==> src/design/particle_integrate_wrap_top_assert.svh <==
// ---------------------------------------------------------------------------
// particle_integrate_wrap_top_assert.svh
// Assertion macros used by the particle integrator top.
// ---------------------------------------------------------------------------
`ifndef PARTICLE_INTEGRATE_WRAP_TOP_ASSERT_SVH
`define PARTICLE_INTEGRATE_WRAP_TOP_ASSERT_SVH

// Same-cycle implication, sampled on clk, off during reset
`define PIW_ASSERT_IMP(lbl, ante, cons, msg) \
	lbl: assert property (@(posedge clk) disable iff (!arst_n) (ante) |-> (cons)) \
		else $error(msg);

// Next-cycle implication, sampled on clk, off during reset
`define PIW_ASSERT_NXT(lbl, ante, cons, msg) \
	lbl: assert property (@(posedge clk) disable iff (!arst_n) (ante) |=> (cons)) \
		else $error(msg);

`endif

==> src/design/piw_pkg.sv <==
// ---------------------------------------------------------------------------
// piw_pkg
// Types, codes and helper functions of the particle integrator.
// ---------------------------------------------------------------------------
`default_nettype none

package piw_pkg;

	localparam int AXES      = 3;
	localparam int AXIS_W    = $clog2(AXES + 1);
	localparam int SD_STEPS  = 32;
	localparam int SD_CNT_W  = $clog2(SD_STEPS);
	localparam int SD_REM_W  = 35;

	// register indexes on the config port
	localparam logic [2:0] REG_MIN_X       = 3'd0;
	localparam logic [2:0] REG_MAX_X       = 3'd1;
	localparam logic [2:0] REG_MIN_Y       = 3'd2;
	localparam logic [2:0] REG_MAX_Y       = 3'd3;
	localparam logic [2:0] REG_MIN_Z       = 3'd4;
	localparam logic [2:0] REG_MAX_Z       = 3'd5;
	localparam logic [2:0] REG_SPEED_LIMIT = 3'd6;

	localparam logic signed [31:0] MIN_RESET = 32'sd0;
	localparam logic signed [31:0] MAX_RESET = 32'sd65536;
	localparam logic [30:0]        LIM_RESET = 31'd655;

	typedef enum logic [2:0] {
		OP_FORCE  = 3'd0,
		OP_STEP   = 3'd1,
		OP_OFFSET = 3'd2,
		OP_SETPOS = 3'd3,
		OP_WRAP   = 3'd4
	} op_t;

	typedef enum logic [3:0] {
		ST_IDLE,
		ST_ACCEL,
		ST_SQ,
		ST_CMP,
		ST_SQRT,
		ST_MUL,
		ST_DIV_LD,
		ST_DIV,
		ST_POS1,
		ST_POS2,
		ST_OUT
	} state_t;

	typedef enum logic {
		SD_SQRT,
		SD_DIV
	} sd_mode_t;

	typedef struct packed {
		logic     start;
		sd_mode_t mode;
	} sd_ctrl_t;

	typedef struct packed {
		logic busy;
		logic done;
	} sd_stat_t;

	// saturating signed 32-bit add
	function automatic logic signed [31:0] sat_add(input logic signed [31:0] a,
		input logic signed [31:0] b);
		logic signed [32:0] s;
		s = {a[31], a} + {b[31], b};
		if (s[32] != s[31]) begin
			sat_add = s[32] ? {1'b1, 31'b0} : {1'b0, {31{1'b1}}};
		end else begin
			sat_add = s[31:0];
		end
	endfunction

	// magnitude; the most negative value maps to 2^31
	function automatic logic [31:0] mag32(input logic signed [31:0] v);
		mag32 = v[31] ? (32'd0 - v) : v;
	endfunction

	// move to the opposite bound: high test first, then low test
	function automatic logic signed [31:0] wrap_axis(input logic signed [31:0] p,
		input logic signed [31:0] mn, input logic signed [31:0] mx);
		logic signed [31:0] p1;
		p1 = (p >= mx) ? mn : p;
		wrap_axis = (p1 < mn) ? mx : p1;
	endfunction

endpackage

`default_nettype wire

==> src/design/piw_sqdiv.sv <==
// ---------------------------------------------------------------------------
// piw_sqdiv
// Shared shift-subtract unit: 64-bit integer square root or 64/32 divide.
// ---------------------------------------------------------------------------
`default_nettype none

module piw_sqdiv
	import piw_pkg::*;
(
	input  wire logic                clk,
	input  wire logic                arst_n,
	input  wire sd_ctrl_t            ctrl,
	input  wire logic [63:0]         src,
	input  wire logic [SD_REM_W-1:0] rem_init,
	input  wire logic [31:0]         divisor,
	output sd_stat_t                 stat,
	output logic [31:0]              res
);

	sd_mode_t              mode_q;
	logic [SD_REM_W-1:0]   rem_q;
	logic [63:0]           src_q;
	logic [31:0]           res_q;
	logic [31:0]           div_q;
	logic [SD_CNT_W-1:0]   cnt_q;
	logic                  busy_q;
	logic                  done_q;

	logic [SD_REM_W-1:0]   rem_t;
	logic [SD_REM_W-1:0]   trial;
	logic                  ge;

	// one digit: root takes two source bits, quotient takes one
	always_comb begin
		if (mode_q == SD_SQRT) begin
			rem_t = {rem_q[SD_REM_W-3:0], src_q[63:62]};
			trial = {1'b0, res_q, 2'b01};
		end else begin
			rem_t = {rem_q[SD_REM_W-2:0], src_q[63]};
			trial = {3'b000, div_q};
		end
		ge = (rem_t >= trial);
	end

	// control
	always_ff @(posedge clk or negedge arst_n) begin
		if (!arst_n) begin
			busy_q <= 1'b0;
			done_q <= 1'b0;
			cnt_q  <= '0;
		end else begin
			done_q <= 1'b0;
			if (ctrl.start) begin
				busy_q <= 1'b1;
				cnt_q  <= '0;
			end else if (busy_q) begin
				cnt_q <= cnt_q + 1'b1;
				if (cnt_q == SD_CNT_W'(SD_STEPS - 1)) begin
					busy_q <= 1'b0;
					done_q <= 1'b1;
				end
			end
		end
	end

	// datapath
	always_ff @(posedge clk) begin
		if (ctrl.start) begin
			mode_q <= ctrl.mode;
			rem_q  <= rem_init;
			src_q  <= src;
			div_q  <= divisor;
			res_q  <= '0;
		end else if (busy_q) begin
			rem_q <= ge ? (rem_t - trial) : rem_t;
			res_q <= {res_q[30:0], ge};
			src_q <= (mode_q == SD_SQRT) ? {src_q[61:0], 2'b00} : {src_q[62:0], 1'b0};
		end
	end

	assign stat.busy = busy_q;
	assign stat.done = done_q;
	assign res       = res_q;

endmodule

`default_nettype wire

==> config.mk <==
export PLATFORM = sky130hd
export DESIGN_NAME = piw_sqdiv
export DESIGN_NICKNAME = d
export VERILOG_FILES = /design/src/design/particle_integrate_wrap_top_assert.svh /design/src/design/piw_pkg.sv /design/src/design/piw_sqdiv.sv
export SDC_FILE = /design/constraint.sdc
export NUM_CORES = 1
export LEC_CHECK = 0
export ABC_AREA = 1
export BUFFER_PORTS_ARGS = -buffer_cell sky130_fd_sc_hd__buf_2
export CAP_MARGIN = 40
export CORE_ASPECT_RATIO = 1.25
export CORE_MARGIN = 2
export CORE_UTILIZATION = 55
export CTS_CLUSTER_SIZE = 24
export DETAILED_ROUTE_END_ITERATION = 16
export PLACE_DENSITY = 0.76
export RECOVER_POWER = 50
export REMOVE_ABC_BUFFERS = 1
export SLEW_MARGIN = 15
export SYNTH_ARGS = -nofsm -noshare
export SYNTH_HDL_FRONTEND = slang
export SYNTH_SLANG_ARGS = --single-unit
export TNS_END_PERCENT = 100
==> constraint.sdc <==
create_clock -name clk -period 8.6 [get_ports clk]
set_input_delay 1.29 -clock clk [delete_from_list [all_inputs] [get_ports clk]]
set_output_delay 1.29 -clock clk [all_outputs]
set_load 0.1 [all_outputs]
==> impl_metrics.yaml, run 1 <==
route:
  vias: 9495
  drtPass1Iterations: 5
  drt_iter0_drc: 585
  via_per_inst: 5.19
  post_drt_wl_per_cell_um: 14.5
  antenna_left: 0
  wl_um: 26500
  drc_errors: 0
global_route:
  busiest_layer: "met2"
  grt-ovfl-total: 0
  grt_start_max_net_pins: 95
  grtUsageTotal: 0.259
  antenna_found_initial: 0
  use_met2: 0.430
  grt_pass1_vias: 9203
  grtUsageMet3: 0.0603
  gr-usage-met1: 0.338
  grt_pass1_wl_um: 43600
setup_path:
  critPathSlowestCell: "clkinvlp_2"
  crit_arrival_ns: 5.67
  cp_cell_sequence: "buf_4 > clkinvlp_2 > nand2_4 > buf_4 > buf_16"
  crit_top_cell: "buf_4"
  start_kind: "primary input"
  worstPathMaxFanout: 57
  required_ns: 8.72
  reg2reg_from: "mode_q"
  cp-end-kind: "flop"
  critPathKind: "in2reg"
  critPathLaunch: "ctrl[1]"
  slowest_delay_ns: 1.67
die:
  die_area_sq_um: 21100
  core_sq_um: 19500
  rows: 57
  die_h_um: 162
  die_x_um: 130
  initial_core_util: 0.562
  pin_count: 169
synthesis:
  synth_edf_count: 131
  synth_area_sq_um: 11000
  yosysWarnings: 0
  synthAdderAreaFrac: 0.0428
  synth-async-reset-ratio: 0.0412
  synth_seq_cells: 170
  ys.flop_type: "edfxtp_1"
  synth.distinct_cells: 45
  synth_top_family_by_area: "simple AND/OR/NAND/NOR gates"
  synthMuxAreaShare: 0.00364
  synthXorXnorAreaFrac: 0.0127
  synthCells: 1422
  syn_avg_cell_area_sq_um: 7.73
  synth-simple-area-share: 0.285
  synth-compound-area-share: 0.130
  ys_seq_area_frac: 0.432
final_layout:
  final_util: 0.637
  synthToLayoutAreaGrowth_pct: 13.3
  fin_cells: 1831
  layout-drive-gt1-share: 0.190
  final_cell_area_sq_um: 12400
  final_nets: 1725
  diodes: 0
outcome:
  violations: "max-capacitance violations, max-slew violations"
  status: "finished with violations"
sta:
  setup_ws_ns: 3.05
  hold-worst-slack_ns: 0.517
  tightest_slew_ns: 3.69
  setup_violations: 0
  max_slew_margin: -1.46
  fin_crit_ns: 5.55
  rsz0062_at_grt: "false"
  skew_ns: 0.0123
  min_period_over_period: 0.645
  hold_viol: 0
  totalNegativeSetupSlack_ns: 0
  fmax_mhz: 180
  drv_slew: 189
min_path:
  hold_path.class: "reg2reg"
  hp-start: "res[28]"
power_and_ir_drop:
  total_power_mw: 3.32
  ir_worst_vdd_uv: 158
  p_leak_nw: 5.79
  power_density_nw_per_um2: 266
cts:
  cts.sinks: 170
  clock_path_buffers: 2
  hold_buffers: 0
  cts_resized: 0
  clk_pin_slew_ns: 0.07
  htreeDepth: 4
  root_buffer: "clkbuf_16"
  cts_buffers: 17
  post_cts_buffers: 0
  cts_tree: "done"
  clkLatencyLatePin_ns: 0.44
place:
  pre_cts_ws_ns: 4.00
  gp_congestion: 0.924
  io_buffers: 167
  dp_cells: 1798
  dpl_cell_area_sq_um: 11900
  hpwl_um: 18900
job:
  cap_violations: 3
==> cells in the mapped netlist, types with 8 or more instances <==
cell type | number | area (sq um)
clkbuf_1 | 38 | 143
nand3_2 | 29 | 290
o22ai_1 | 31 | 194
o21ai_0 | 77 | 385
inv_1 | 168 | 631
nand3_1 | 54 | 270
a21oi_1 | 150 | 751
nand2_1 | 393 | 1480
xnor2_1 | 15 | 131
dfxtp_1 | 32 | 641
or2_2 | 30 | 188
nor2_2 | 8 | 50.1
nand2_2 | 30 | 188
edfxtp_1 | 131 | 3930
ha_1 | 36 | 450
inv_2 | 9 | 33.8
nor2_1 | 110 | 413
==> layer usage <==
metal	vias up	share of wire	wire length, um
met1	4323	0.43	11400
li1	4899	-	-
met2	237	0.49	13100
met3	36	0.055	1460
met5	-	0	0
met4	0	0.019	504
==> worst max-delay path, delay by kind of cell <==
kind	cells	cell delay [ns]
simple gates	1	1.33
buf+inv	4	2.93
==> registers in the layout (all words and copies together), names as in the netlist <==
name	flops
src_q	64
rem_q	34
div_q	32
res	32
cnt_q	5
busy_q	1
done_q	1
mode_q	1
==> layout make-up <==
type                       count  area [sq um]
clock buffer                  17           425
clock inverter                15           164
fill                        1818          7090
inverter                     179           677
multi-input combinational   1008          5210
sequential                   170          4750
tap                          265           332
timing repair buffer         177           890
==> cells in the final DEF, fill, tap and decap left out, types with 2 or more instances in the layout <==
cell	count
clkinv_8	3
o21bai_1	3
o21ai_2	2
clkbuf_16	17
nand2_4	4
nand3b_1	2
inv_8	2
o22ai_1	31
dfrtp_1	7
ha_1	36
dfxtp_1	32
clkinv_2	3
o21ai_0	77
inv_6	3
buf_2	131
mux2i_1	4
clkbuf_1	37
a21oi_4	2
or2_2	30
nand3_2	29
clkinvlp_4	3
inv_2	8
nand2_1	392
xnor2_1	15
inv_1	168
nor2_2	8
nand3_1	54
nand2_2	30
a21oi_1	150
nor2_1	110
buf_4	6
nor2_4	6
nor3_1	7
edfxtp_1	131
nand4_1	7
==> power breakdown <==
| group | leakage (nW) | internal (mW) | switching (mW) |
|---|---|---|---|
| Sequential | 1.70 | 1.03 | 0.0534 |
| Combinational | 3.81 | 0.532 | 0.931 |
| Clock | 0.280 | 0.410 | 0.359 |
==> cells by family (layout without fill, tap and decap cells) <==
| group | after synthesis | count (layout) |
|---|---|---|
| adder cells (fa/ha/maj) | 37 | 37 |
| flip-flops | 170 | 170 |
| AND/OR/NAND/NOR | 683 | 683 |
| XOR/XNOR | 16 | 16 |
| multiplexers | 4 | 4 |
| AO/OA/AOI/OAI | 268 | 268 |
| buffers and inverters | 244 | 388 |
==> final timing paths <==
| check | cells past startpoint | end | slack [ns] |
|---|---|---|---|
| max | 5 | src_q[18] | 3.05 |
| min | 2 | res[28] | 0.52 |
| max reg2reg | 19 | rem_q[9] | 4.21 |
| min reg2reg | 2 | res[28] | 0.52 |
| max in group asynchronous | 1 | cnt_q[4] | 7.58 |
| min in group asynchronous | 1 | cnt_q[0] | 0.74 |
(Power assumes the default switching activity.)
==> run 2: changes to the inputs <==
==> constraint.sdc (replaced) <==
create_clock -name clk -period 5.42 [get_ports clk]
set_input_delay 0.813 -clock clk [delete_from_list [all_inputs] [get_ports clk]]
set_output_delay 0.813 -clock clk [all_outputs]
set_load 0.1 [all_outputs]
==> run 2 against run 1 <==
The run still ends with max-capacitance violations, max-slew violations left; count of clock-buffer cells in the layout did not move; critical path depth unchanged; global-route usage shrank 0.48 points; combinational power is 59% higher; non-clock buffer count decreased by 1; final area rose by 0.38%; via count is essentially flat; die area did not move.
==> impl_metrics.yaml, run 2 (synthesized netlist as in run 1, its figures left out) <==
cts:
  cts_buffers: 17
  clk_pin_slew_ns: 0.08
  cts.sinks: 170
  cts_resized: 0
  clkLatencyLatePin_ns: 0.44
  post_cts_buffers: 0
  root_buffer: "clkbuf_16"
  clock_path_buffers: 2
  hold_buffers: 0
  cts_tree: "done"
  htreeDepth: 4
die:
  die_x_um: 130
  die_h_um: 162
  core_sq_um: 19500
  pin_count: 169
  rows: 57
  die_area_sq_um: 21100
  initial_core_util: 0.562
final_layout:
  fin_cells: 1830
  layout_common_cells: "nand2_1, inv_1, a21oi_1"
  final_cell_area_sq_um: 12500
  final_nets: 1724
  diodes: 0
  layout-drive-gt1-share: 0.190
  largest_register_ffs: 64
  synthToLayoutAreaGrowth_pct: 13.7
  final_util: 0.640
  largest_registers: "src_q (64), rem_q (34)"
  layout_commonest_cell: "nand2_1"
  regMostFlops: "src_q"
  fillers: 1807
global_route:
  grt-ovfl-total: 0
  grt_pass1_wl_um: 42900
  grtUsageMet3: 0.0593
  grt_start_max_net_pins: 96
  use_met2: 0.439
  antenna_found_initial: 0
  busiest_layer: "met2"
  gr-usage-met1: 0.311
  grtUsageTotal: 0.254
  grt_pass1_vias: 9207
setup_path:
  cp-end-kind: "flop"
  reg2reg_from: "mode_q"
  crit_arrival_ns: 4.26
  critPathSlowestCell: "clkbuf_1"
  slowest_delay_ns: 2.06
  start_kind: "primary input"
  critPathLaunch: "ctrl[1]"
  required_ns: 5.77
  worstPathMaxFanout: 68
  critPathKind: "in2reg"
  cp_cell_sequence: "buf_4 > clkinv_2 > clkbuf_1 > o21ai_0 > nor2_1"
power_and_ir_drop:
  p_leak_nw: 5.82
  swShare: 0.406
  power_density_nw_per_um2: 425
  pwr-share-clk: 0.239
  power_switching_mw: 2.15
  p_comb_frac: 0.436
  intPower_mw: 3.15
  ir_worst_vdd_uv: 276
  seqPwrFrac: 0.325
route:
  vias: 9498
  drt_iter0_drc: 659
  drtPass1Iterations: 8
  post_drt_wl_per_cell_um: 14.2
  wl_um: 26000
  drc_errors: 0
  antenna_left: 0
  via_per_inst: 5.19
place:
  dpl_cell_area_sq_um: 11900
  io_buffers: 167
  gp_congestion: 0.940
  pre_cts_ws_ns: 1.68
  dp_cells: 1798
  hpwl_um: 18500
job:
  cap_violations: 2
sta:
  setup_ws_ns: 1.51
  tightest_slew_ns: 2.84
  max_slew_margin: -0.895
  drv_slew: 114
  skew_ns: 0.0229
  hold-worst-slack_ns: 0.256
  fin_crit_ns: 3.91
  setup_violations: 0
  hold_viol: 0
  rsz0062_at_grt: "false"
  min_period_over_period: 0.721
  fmax_mhz: 256
min_path:
  hold_path.class: "in2async"
outcome:
  violations: "max-capacitance violations, max-slew violations"
  status: "finished with violations"
[run 2: cell count changes in the layout (fill, tap and decap cells not counted), sizes merged]
cell      delta
clkinvlp     -3
clkinv       +2
clkbuf       -1
inv          +1
[run 2: power by group through the flow]
stage	Sequential [mW]	Clock [mW]	Combinational (mW)
finish	1.72	1.27	2.32
global route	1.74	1.33	2.64
CTS	1.72	1.29	2.32
detailed placement	1.75	0	2.29
global placement	1.74	0	2.25
floorplan	1.75	0	1.76
[run 2: worst paths after layout]
path,end,slack [ns],depth (start not counted)
worst max-delay path,cnt_q[2],1.51,5
worst min-delay path,cnt_q[0],0.26,1
worst max register to register,rem_q[30],1.64,17
worst min register to register,res[1],0.51,2
max in group asynchronous,cnt_q[2],4.89,1
min in group clk,res[1],0.51,2
[run 2: area by class of cell]
type	count	area, sq um	share of cell area
timing repair buffer	176	900	0.0720
clock buffer	17	425	0.0340
inverter	179	677	0.0542
clock inverter	15	201	0.0161
tap	265	332	0.0265
multi-input combinational	1008	5210	0.417
sequential	170	4750	0.380
[run 2: worst max-delay path: cells and delay by family]
family	cells	cell delay (ns)
simple gates	1	0.21
buf+inv	3	2.88
compound gates	1	0.32
[run 2: per-stage QoR]
stage	TNS, ns	power, mW
4_1_cts	0	5.32
2_1_floorplan	-121.71	3.51
5_1_grt	0	5.71
3_5_place_dp	0	4.04
6_report	0	5.31
3_3_place_gp	0	3.99
[run 2: per-layer routing]
layer,up-vias,share of wire
met5,-,0
met4,0,0.023
met3,45,0.060
met2,258,0.50
met1,4285,0.42
li1,4910,-
